File: src/rtl/ntbs_pkg.sv
// Package for the nearest-time baseline subtractor: sizes, codes, and the
// command/status structs passed between controller and datapath. No dependencies.
`timescale 1ns / 1ps

package ntbs_pkg;

  // Table size and derived widths
  localparam int CAL_ENTRIES = 1024;
  localparam int ADDR_W      = $clog2(CAL_ENTRIES);
  localparam int CNT_W       = $clog2(CAL_ENTRIES + 1);

  // Field widths
  localparam int EIDX_W  = 10;
  localparam int TIME_W  = 32;
  localparam int LVL_W   = 12;
  localparam int GAIN_W  = 8;
  localparam int ENTRY_W = TIME_W + LVL_W;
  localparam int PROD_W  = LVL_W + GAIN_W;
  localparam int DCNT_W  = $clog2(PROD_W);

  // Packed word widths
  localparam int IN_TDATA_W  = 104;
  localparam int OUT_TDATA_W = 56;

  // Command codes carried in in_tuser
  localparam logic CMD_WRITE   = 1'b0;
  localparam logic CMD_CORRECT = 1'b1;

  // Register indexes
  localparam logic REG_CALIB_GAIN  = 1'b0;
  localparam logic REG_SAMPLE_GAIN = 1'b1;

  localparam logic [GAIN_W-1:0] GAIN_RESET = 8'd10;

  typedef struct packed {
    logic wr;         // write table entry from input word
    logic load;       // capture sample, start search
    logic step;       // one lower-bound halving step
    logic rd_lo;      // read lower neighbor
    logic rd_hi;      // read upper neighbor, capture lower
    logic pick;       // choose nearest entry
    logic mul;        // level * sample_gain, arm divider
    logic div_step;   // one quotient bit
    logic finish;     // load output register
  } ntbs_cmd_t;

  typedef struct packed {
    logic search_done;
    logic div_last;
    logic out_free;
  } ntbs_sts_t;

endpackage

File: src/rtl/ntbs_ctrl.sv
// Sequencer for the baseline subtractor: accepts words, steps the search,
// neighbor fetch, multiply, divide and output load. Uses ntbs_pkg.
`timescale 1ns / 1ps

module ntbs_ctrl
  import ntbs_pkg::*;
(
  input  logic       clk,
  input  logic       rst_n,
  input  logic       in_tvalid,
  input  logic       in_tuser,
  output logic       in_tready,
  input  ntbs_sts_t  sts,
  output ntbs_cmd_t  cmd
);

  localparam logic [2:0] S_IDLE     = 3'd0;
  localparam logic [2:0] S_SEARCH   = 3'd1;
  localparam logic [2:0] S_FETCH_LO = 3'd2;
  localparam logic [2:0] S_FETCH_HI = 3'd3;
  localparam logic [2:0] S_PICK     = 3'd4;
  localparam logic [2:0] S_MUL      = 3'd5;
  localparam logic [2:0] S_DIV      = 3'd6;
  localparam logic [2:0] S_DONE     = 3'd7;

  logic [2:0] state_r;
  logic [2:0] state_nxt;
  logic       accept;

  assign in_tready = (state_r == S_IDLE);
  assign accept    = in_tvalid && in_tready;

  always_comb begin
    state_nxt = state_r;
    cmd       = '0;
    case (state_r)
      S_IDLE: begin
        if (accept && (in_tuser == CMD_WRITE)) begin
          cmd.wr = 1'b1;
        end
        if (accept && (in_tuser == CMD_CORRECT)) begin
          cmd.load  = 1'b1;
          state_nxt = S_SEARCH;
        end
      end
      S_SEARCH: begin
        cmd.step = 1'b1;
        if (sts.search_done) begin
          state_nxt = S_FETCH_LO;
        end
      end
      S_FETCH_LO: begin
        cmd.rd_lo = 1'b1;
        state_nxt = S_FETCH_HI;
      end
      S_FETCH_HI: begin
        cmd.rd_hi = 1'b1;
        state_nxt = S_PICK;
      end
      S_PICK: begin
        cmd.pick  = 1'b1;
        state_nxt = S_MUL;
      end
      S_MUL: begin
        cmd.mul   = 1'b1;
        state_nxt = S_DIV;
      end
      S_DIV: begin
        cmd.div_step = 1'b1;
        if (sts.div_last) begin
          state_nxt = S_DONE;
        end
      end
      S_DONE: begin
        // hold until the output register can take the result
        if (sts.out_free) begin
          cmd.finish = 1'b1;
          state_nxt  = S_IDLE;
        end
      end
      default: begin
        state_nxt = S_IDLE;
      end
    endcase
  end

  always_ff @(posedge clk) begin
    if (!rst_n) begin
      state_r <= S_IDLE;
    end else begin
      state_r <= state_nxt;
    end
  end

endmodule

File: config.mk
export PLATFORM = sky130hd
export DESIGN_NAME = ntbs_ctrl
export DESIGN_NICKNAME = d
export VERILOG_FILES = /design/src/rtl/ntbs_pkg.sv /design/src/rtl/ntbs_ctrl.sv
export SDC_FILE = /design/constraint.sdc
export NUM_CORES = 1
export LEC_CHECK = 0
export ABC_AREA = 1
export BUFFER_PORTS_ARGS = -buffer_cell sky130_fd_sc_hd__buf_4
export CORE_AREA = 3 3 40 42
export CTS_CLUSTER_SIZE = 20
export DETAILED_ROUTE_END_ITERATION = 8
export DIE_AREA = 0 0 43 45
export PLACE_DENSITY = 0.41
export SYNTH_ARGS = -nofsm -noshare
export SYNTH_HDL_FRONTEND = slang
export SYNTH_SLANG_ARGS = --single-unit
export TNS_END_PERCENT = 30
File: constraint.sdc
create_clock -name clk -period 1.1 [get_ports clk]
set_input_delay 0 -clock clk [delete_from_list [all_inputs] [get_ports clk]]
set_output_delay 0 -clock clk [all_outputs]
set_load 0.1 [all_outputs]
==> reports/qor.txt, run 1 <==
Lkg Pwr: 0.334 nW
n_diodes: 0
vias per cell: 4.21
f_max: 0.825 GHz
r2r setup slk: -0.03 ns
PwrDens: 1090 nW/um^2
critical path endpoint category: output port
CP max-delay cell: dfxtp_4
total core area: 1280 sq um
first-pass GRT wire length: 1.43 mm
Worst path max stage delay: 0.35 ns
Clock power frac: 0.258
number of CTS-inserted buffers: 3
Vias: 366
final hold violations: 0
Critical path origin: state_r[2]
Top cell by count, worst path: nor2_4
#FFs+latches synth: 3
Pwr Total: 0.000734 W
syn_nets: 51
post-route setup TNS: -0.401 ns
Min-Delay Path Class: input port to register
part of the power in registers: 0.176
Clock transition at path regs: 0.04 ns
Data required, critical path: 1.10 ns
Pint: 0.000397 W
HPWL Detailed: 628 microns
max reg flops: 3
# IOs: 17
final worst slack: -0.113 ns
Switching Fraction: 0.458
FF-to-FF End: state_r[0]
failing checks: negative setup slack
crit path cell chain: buf_6 > nor2_4 > nand2_4 > nor2_4 > buf_12
GRT Total Usage: 0.101
Starting DRT DRC Count: 5
Hold Buf Count CTS: 0
row cnt: 13
worst path bufs/invs: 2
Max-Cap Viols: 0
crit path kind: register to output port
crit path to: cmd[7]
Hold Path Depth: 3
Worst-Margin Slew: 0.279 ns
drt wl/cell: 10.6 microns
CTS Sinks: 3
Final Routed Wirelength: 919 microns
largest net degree at the start of global routing: 7
nets: 80
status: finished with violations
skew final: 0.000772 ns
Cells after Synth: 44
CP top delay family: flip-flops
H-tree levels: 1
most flop-heavy register: state_r
layout cells sized above 1: 0.694
Final GP Congestion: 0.714
RR Startpoint: state_r[2]
final instance area: 671 sq um
Starting Density: 0.194
die extent in x: 43 microns
combinational share of power: 0.566
synth unique cells: 13
instance count on the critical path: 5
root buf cell: clkbuf_4
slew margin rel.: 0.816
total congestion overflow: 0
worst hold margin: 0.0185 ns
Arrival @ worst endpoint: 1.21 ns
Final setup viols: 9
Layout area overhead: 169%
1st-pass router iterations: 4
Tcrit/Tclk final: 1.10
Final min period: 1.21 ns
Final ANT Viol Nets: 0
Largest regs: state_r x3
die height: 45 microns
R2R depth: 6
Skew-Pair Late Insertion Delay: 0.23 ns
Synth Cell Area: 249 sq um
number of synthesis warnings: 0
initial antenna violation count: 0
drc violations: 0
PortBufs: 16
Seq/Total Area, Yosys: 0.241
TritonCTS clock tree: yes
clock tree buffer depth: 2
Slew Limit Fails: 0
Max IR drop VDD: 464 uV
Worst setup SP type: register
die area: 1940 sq um
vias in the first global route: 353
DP Area: 483 sq um
Avg Inst Size Synth: 5.66 sq um
crit-path max FO: 4
Net Sw Power: 0.000336 W
RSZ-0062 raised after global routing: true
[power by group through the flow]
stage	Clock (W)	Sequential, W	Combinational (W)
2_1_floorplan	0	0.000128	0.000263
3_5_place_dp	0	0.000129	0.000341
3_3_place_gp	0	0.000129	0.000341
4_1_cts	0.000199	0.000126	0.000390
6_report	0.000189	0.000129	0.000415
5_1_grt	0.000214	0.000131	0.000434
[how the worst min path moves through the flow]
stage                   from         end
finish                 rst_n  state_r[0]
global route           rst_n  state_r[1]
CTS                    rst_n  state_r[2]
detailed placement     rst_n  state_r[2]
global placement       rst_n  state_r[2]
floorplan           in_tuser      cmd[8]
[area by class of cell]
cell class	count	area, sq um
fill	129	614
multi-input combinational	30	221
sequential	3	71.3
inverter	11	46.3
clock buffer	4	26.3
timing repair buffer	24	287
tap	15	18.8
[per-layer routing]
metal | part of all wire | global-route usage
met5 | 0 | 0
met4 | 0 | 0.0723
met3 | 0.062 | 0.0239
met2 | 0.57 | 0.171
met1 | 0.37 | 0.113
[cells in the mapped netlist]
| library cell | n | share of area |
|---|---|---|
| nor2_2 | 1 | 0.025 |
| nor2_1 | 9 | 0.14 |
| nand3_1 | 1 | 0.020 |
| o21ai_2 | 1 | 0.035 |
| dfxtp_1 | 3 | 0.24 |
| nand2_2 | 2 | 0.050 |
| a31oi_1 | 3 | 0.075 |
| nand2_1 | 10 | 0.15 |
| nor2_4 | 1 | 0.045 |
| nor3_1 | 1 | 0.020 |
| inv_1 | 10 | 0.15 |
| inv_2 | 1 | 0.015 |
| a21o_2 | 1 | 0.035 |
[layout by cell type (no fill, tap or decap), types with 2 or more instances in the layout]
master	count
dfxtp_4	3
nand2_4	2
inv_4	2
buf_12	7
inv_2	2
nand2_1	7
nand2_2	3
inv_1	7
nor2_4	7
buf_8	2
a31oi_1	3
clkbuf_4	3
nor2_1	3
buf_4	14
[metrics by stage]
step | worst slack (ns) | util | cells
floorplan | -0.558 | - | 44
global placement | 0.00252 | 0.376 | 80
detailed placement | 0.0133 | 0.376 | 80
CTS | -0.106 | 0.481 | 86
global route | -0.175 | 0.522 | 87
finish | -0.113 | 0.522 | 87
[kinds of logic after synthesis]
family	after synthesis	share of synthesized area
compound gates	5	0.146
flops	3	0.241
buf+inv	11	0.166
simple gates	25	0.447
[worst reg2reg max path, cell delays in order, from the launching register on]
cell	delay [ns]
dfxtp_4	0.35
buf_6	0.12
nor2_4	0.14
buf_4	0.13
o21ai_2	0.06
a31oi_1	0.17
nor2_1	0.05
[repair_timing]
action | 4_1_cts | 5_1_grt
setup buffers | 2 | 1
pin swaps | 2 | 1
resized for setup | 25 | 13
endpoints found under the setup margin | 10 | 13
Power figures use the tool's default switching activity.
==> run 2, diff against run 1 <==
--- a/config.mk
+++ b/config.mk
@@ -9,2 +9,4 @@
 export BUFFER_PORTS_ARGS = -buffer_cell sky130_fd_sc_hd__buf_4
+export CELL_PAD_IN_SITES_DETAIL_PLACEMENT = 1
+export CELL_PAD_IN_SITES_GLOBAL_PLACEMENT = 1
 export CORE_AREA = 3 3 40 42
@@ -13,3 +15,3 @@
 export DIE_AREA = 0 0 43 45
-export PLACE_DENSITY = 0.41
+export PLACE_DENSITY = 0.6
 export SYNTH_ARGS = -nofsm -noshare
==> constraint.sdc (replaced) <==
create_clock -name clk -period 1.1 [get_ports clk]
set_input_delay 0.22 -clock clk [delete_from_list [all_inputs] [get_ports clk]]
set_output_delay 0.22 -clock clk [all_outputs]
set_load 0.1 [all_outputs]
==> run 2 against run 1 <==
Compared with the run above:
- the run still ends with negative setup slack left
- utilization shrank 0.39 points
- first-iteration DRC count decreased by 40%
- setup slack got worse by 0.19 ns
- die area is the same
- non-clock buffer count increased by 1
- final cell count up 1.1%
- fmax fell by 13%
- design area is 0.75% lower
- count of clock-buffer cells in the layout did not move
==> reports/qor.txt, run 2 (synthesis results as in run 1) <==
die extent in x: 43 microns (unchanged)
HPWL Detailed: 781 microns (was 628 microns)
Starting Density: 0.194 (unchanged)
H-tree levels: 1 (unchanged)
Final ANT Viol Nets: 0 (unchanged)
Starting DRT DRC Count: 3 (was 5)
placed cells: 83 (was 80)
status: finished with violations (unchanged)
Min-Delay Path Class: input port to register (unchanged)
total congestion overflow: 0 (unchanged)
crit path to: cmd[8] (was cmd[7])
drc violations: 0 (unchanged)
# IOs: 17 (unchanged)
CTS Sinks: 3 (unchanged)
most flop-heavy register: state_r (unchanged)
clock tree buffer depth: 2 (unchanged)
Max-Cap Viols: 0 (unchanged)
vias per cell: 4.10 (was 4.21)
Vias: 361 (was 366)
Final min period: 1.40 ns (was 1.21 ns)
pre-CTS setup slack: -0.197 ns (was 0.0133 ns)
Final Instance Count excl. Fillers: 88 (was 87)
Skew-Pair Late Insertion Delay: 0.23 ns (about the same)
FF-to-FF End: state_r[0] (unchanged)
die height: 45 microns (unchanged)
RSZ-0062 raised after global routing: true (unchanged)
n_diodes: 0 (unchanged)
Final setup viols: 10 (was 9)
PortBufs: 16 (unchanged)
min-delay src: rst_n (unchanged)
crit path cell chain: inv_2 > nand2_4 > nor2_4 > nand2_4 > nor2_4 > buf_12 (was buf_6 > nor2_4 > nand2_4 > nor2_4 > buf_12)
Worst path max stage delay: 0.33 ns (was 0.35 ns)
f_max: 0.714 GHz (was 0.825 GHz)
vias in the first global route: 369 (was 353)
Critical path origin: state_r[1] (was state_r[2])
crit-path max FO: 4 (unchanged)
total core area: 1280 sq um (unchanged)
r2r setup slk: 0 ns (was -0.03 ns)
Lkg Pwr: 0.342 nW (was 0.334 nW)
Data required, critical path: 0.88 ns (was 1.10 ns)
drt wl/cell: 10.9 microns (was 10.6 microns)
TritonCTS clock tree: yes (unchanged)
leading cell type in the layout, fill and taps excluded: buf_4 (unchanged)
number of CTS-inserted buffers: 3 (unchanged)
layout cells sized above 1: 0.671 (was 0.694)
first-pass GRT wire length: 1.62 mm (was 1.43 mm)
Max IR drop VDD: 678 uV (was 464 uV)
failing checks: negative setup slack (unchanged)
Tcrit/Tclk final: 1.27 (was 1.10)
Arrival @ worst endpoint: 1.18 ns (was 1.21 ns)
row cnt: 13 (unchanged)
skew final: 0.000789 ns (was 0.000772 ns)
final worst slack: -0.301 ns (was -0.113 ns)
PwrDens: 1120 nW/um^2 (was 1090 nW/um^2)
root buf cell: clkbuf_4 (unchanged)
max reg flops: 3 (unchanged)
nets: 81 (was 80)
R2R depth: 6 (unchanged)
crit path kind: register to output port (unchanged)
Worst-Margin Slew: 0.196 ns (was 0.279 ns)
1st-pass router iterations: 4 (unchanged)
Layout area overhead: 167% (was 169%)
most frequent cells in the layout: buf_4, buf_12, nand2_1, inv_1, nor2_4 (was buf_4, nor2_4, nand2_1, inv_1, buf_12)
CP max-delay cell: dfxtp_2 (was dfxtp_4)
Largest regs: state_r x3 (unchanged)
die area: 1940 sq um (unchanged)
critical path endpoint category: output port (unchanged)
slew margin rel.: 0.869 (was 0.816)
Final GP Congestion: 0.706 (was 0.714)
Final Routed Wirelength: 962 microns (was 919 microns)
largest net degree at the start of global routing: 7 (unchanged)
final hold violations: 0 (unchanged)
Clock transition at path regs: 0.04 ns (about the same)
GRT Total Usage: 0.117 (was 0.101)
RR Startpoint: state_r[0] (was state_r[2])
Worst setup SP type: register (unchanged)
initial antenna violation count: 0 (unchanged)
Slew Limit Fails: 0 (unchanged)
-- run 2: power breakdown --
| part | internal (W) | total, W | leakage [nW] | switching [W] |
|---|---|---|---|---|
| clock | 0.000136 | 0.000188 | 0.0150 | 0.0000521 |
| combinational | 0.000159 | 0.000429 | 0.301 | 0.000270 |
| sequential | 0.000119 | 0.000128 | 0.0258 | 0.00000935 |
| total | 0.000414 | 0.000745 | 0.342 | 0.000331 |
-- run 2: worst min path at each step --
stage	to	slack, ns	cells past startpoint
after floorplan	state_r[0]	0.37	2
after global placement	state_r[1]	0.47	3
after detailed placement	state_r[2]	0.48	3
after CTS	state_r[2]	0.25	3
after global routing	state_r[2]	0.26	3
final	state_r[2]	0.25	3
-- run 2: per-layer routing --
metal,vias to the layer above,share of wire,GRT usage
met5,-,0,0
met4,0,0,0.0181
met3,0,0.038,0.0478
met2,7,0.51,0.198
met1,163,0.46,0.144
li1,191,-,-
-- run 2: area by class of cell --
| cell class | count | area, sq um |
|---|---|---|
| Fill cell | 154 | 619 |
| Timing Repair Buffer | 25 | 304 |
| Multi-Input combinational cell | 30 | 209 |
| Sequential cell | 3 | 63.8 |
| Inverter | 11 | 43.8 |
| Clock buffer | 4 | 26.3 |
| Tap cell | 15 | 18.8 |
-- run 2: timing repair --
action / 4_1_cts / 5_1_grt
hold endpoints to repair: 0 / 0
gates resized for setup: 32 / 1
hold buffers: 0 / 0
setup buffers: 1 / 0
setup endpoints to repair: 13 / 13
pin swaps: 4 / 0
-- run 2: stage by stage --
step	power, W	area (sq um)	TNS [ns]	hold WS (ns)	utilization
global route	0.000794	666	-3.43	0.256	0.518
floorplan	0.000388	302	-6.54	0.368	-
finish	0.000745	666	-2.46	0.245	0.518
global placement	0.000494	500	-1.14	0.474	0.389
detailed placement	0.000494	500	-1.31	0.480	0.389
CTS	0.000752	661	-2.59	0.247	0.514
-- run 2: critical path, delay by kind of cell, from the launching register on --
kind,cells,cell delay (ns)
and+or+nand+nor,4,0.36
DFF,1,0.33
buffers and inverters,2,0.26
==> run 3, diff against run 2 <==
clock period = 1.4 ns   (was 1.1 ns; I/O delays follow)
==> run 3 against run 2 <==
Compared with the run above:
- the flow still finishes with violations (negative setup slack)
- setup slack improved by 0.22 ns
- clock power decreased by 20%
- power decreased by 22%
- first-iteration DRC count decreased by 33%
- utilization decreased by 3.4 points
- clock skew decreased by 0.00050 ns
- register-to-register slack improved by 0.20 ns
- sequential power decreased by 20%
- die area unchanged
==> reports/qor.txt, run 3 (synthesis results as in run 1) <==
GRT Total Usage: 0.120 (was 0.117)
HPWL Detailed: 684 microns (was 781 microns)
1st-pass router iterations: 2 (was 4)
Switching Fraction: 0.456 (was 0.445)
Min-Delay Path Class: input port to register (unchanged)
clock tree buffer depth: 2 (unchanged)
Pint: 0.000317 W (was 0.000414 W)
most flop-heavy register: state_r (unchanged)
max reg flops: 3 (unchanged)
worst hold margin: 0.296 ns (was 0.245 ns)
die extent in x: 43 microns (unchanged)
Layout area overhead: 150% (was 167%)
Skew-Pair Late Insertion Delay: 0.23 ns (about the same)
Hold Path Depth: 3 (unchanged)
first-pass GRT wire length: 1.63 mm (was 1.62 mm)
Final setup viols: 7 (was 10)
R2R depth: 6 (unchanged)
Starting DRT DRC Count: 2 (was 3)
die area: 1940 sq um (unchanged)
layout cells sized above 1: 0.642 (was 0.671)
PwrDens: 937 nW/um^2 (was 1120 nW/um^2)
RR Startpoint: state_r[0] (unchanged)
# IOs: 17 (unchanged)
routed wire length on met2: 564 microns (was 486 microns)
Final Routed Wirelength: 996 microns (was 962 microns)
Net Sw Power: 0.000265 W (was 0.000331 W)
TritonCTS clock tree: yes (unchanged)
slew margin rel.: 0.845 (was 0.869)
Slew Limit Fails: 0 (unchanged)
die height: 45 microns (unchanged)
row cnt: 13 (unchanged)
Tcrit/Tclk final: 1.06
Lkg Pwr: 0.314 nW (was 0.342 nW)
number of CTS-inserted buffers: 3 (unchanged)
vias per cell: 4.12 (was 4.10)
Starting Density: 0.194 (unchanged)
Clock power frac: 0.257 (was 0.252)
H-tree levels: 1 (unchanged)
failing checks: negative setup slack (unchanged)
Worst setup SP type: register (unchanged)
Multi-input gate area: 204 sq um (was 209 sq um)
drt wl/cell: 12.1 microns (was 10.9 microns)
Final min period: 1.48 ns
Final GP Congestion: 0.753 (was 0.706)
r2r setup slk: 0.20 ns (was 0 ns)
final worst slack: -0.0815 ns (was -0.301 ns)
Data required, critical path: 1.12 ns (was 0.88 ns)
Arrival @ worst endpoint: 1.20 ns (was 1.18 ns)
WL met3: 30 microns (was 37 microns)
vias in the first global route: 363 (was 369)
CTS Sinks: 3 (unchanged)
met1 WL: 401 microns (was 438 microns)
nets: 75 (was 81)
Vias: 338 (was 361)
skew final: 0.000285 ns (was 0.000789 ns)
f_max: 0.675 GHz
drc violations: 0 (unchanged)
critical path endpoint category: output port (unchanged)
Final Core Density: 0.484 (was 0.518)
DR top layer: met3 (unchanged)
Pwr Total: 0.000582 W (was 0.000745 W)
largest net degree at the start of global routing: 7 (unchanged)
Max IR drop VDD: 419 uV (was 678 uV)
RSZ-0062 raised after global routing: true (unchanged)
Worst-Margin Slew: 0.231 ns (was 0.196 ns)
status: finished with violations (unchanged)
register area: 66.3 sq um (was 63.8 sq um)
PortBufs: 16 (unchanged)
crit path kind: register to output port (unchanged)
Largest regs: state_r x3 (unchanged)
total core area: 1280 sq um (unchanged)
most frequent cells in the layout: buf_4, buf_12, nand2_1, inv_1 (was buf_4, buf_12, nand2_1, inv_1, nor2_4)
total congestion overflow: 0 (unchanged)
final instance area: 622 sq um (was 666 sq um)
crit-path max FO: 4 (unchanged)
Hold EP: state_r[2] (unchanged)
Max-Cap Viols: 0 (unchanged)
n_diodes: 0 (unchanged)
fill count: 156 (was 154)
root buf cell: clkbuf_4 (unchanged)
DP Area: 455 sq um (was 500 sq um)
initial antenna violation count: 0 (unchanged)
FF-to-FF End: state_r[0] (unchanged)
combinational share of power: 0.566 (was 0.576)
min-delay src: rst_n (unchanged)
Clock transition at path regs: 0.04 ns (about the same)
Final ANT Viol Nets: 0 (unchanged)
final hold violations: 0 (unchanged)
part of the power in registers: 0.177 (was 0.172)
[run 3: changes by cell type in the layout (fill, tap and decap cells not counted), sizes merged]
cell / delta
buf: -6
[run 3: cell type report]
class	count	area share
multi-input cells	30	0.328
well taps	15	0.0302
repair buffers	19	0.423
inverters	11	0.0704
clock buffers	4	0.0423
flip-flops and latches	3	0.107
[run 3: critical path: stages, from the launching register on]
cell and delay [ns]:
dfxtp_2 0.33, inv_2 0.08, nand2_4 0.07, nor2_4 0.11, nand2_4 0.08, nor2_4 0.12, buf_12 0.18
[run 3: power by group through the flow]
stage          Clock (W)  Combinational (W)  Sequential [W]
2_1_floorplan          0           0.000204        0.000101
3_3_place_gp           0           0.000264        0.000102
3_5_place_dp           0           0.000265        0.000102
4_1_cts         0.000158           0.000309        0.000101
5_1_grt         0.000168           0.000344        0.000104
6_report        0.000150           0.000329        0.000103
[run 3: repair_timing]
action                                  in CTS  in global routing
pin swaps                                    4                  2
endpoints found under the setup margin      10                 10
hold buffers                                 0                  0
setup buffers                                0                  1
resized for setup                           27                  7
cloned                                       0                  0
hold endpoints to repair                     0                  0
[run 3: worst max path at each step]
stage / endpoint / start / depth (start not counted)
after floorplan: cmd[7] / state_r[0] / 5
after global placement: cmd[0] / state_r[2] / 3
after detailed placement: cmd[7] / state_r[1] / 6
after CTS: cmd[7] / state_r[1] / 6
after global routing: cmd[7] / state_r[1] / 6
final: cmd[7] / state_r[1] / 6
[run 3: through the flow]
step / TNS [ns] / cells / setup slack (ns)
global route: -0.724 / 82 / -0.148
CTS: -0.231 / 81 / -0.0617
detailed placement: 0 / 77 / 0.0489
floorplan: -3.38 / 44 / -0.538
finish: -0.265 / 82 / -0.0815
global placement: 0 / 77 / 0.0467
[run 3: per-layer routing]
metal  GRT usage  vias up
li1            -      177
met1       0.137      154
met2       0.198        7
met3      0.0359        0
met4      0.0723        0
met5           0        -
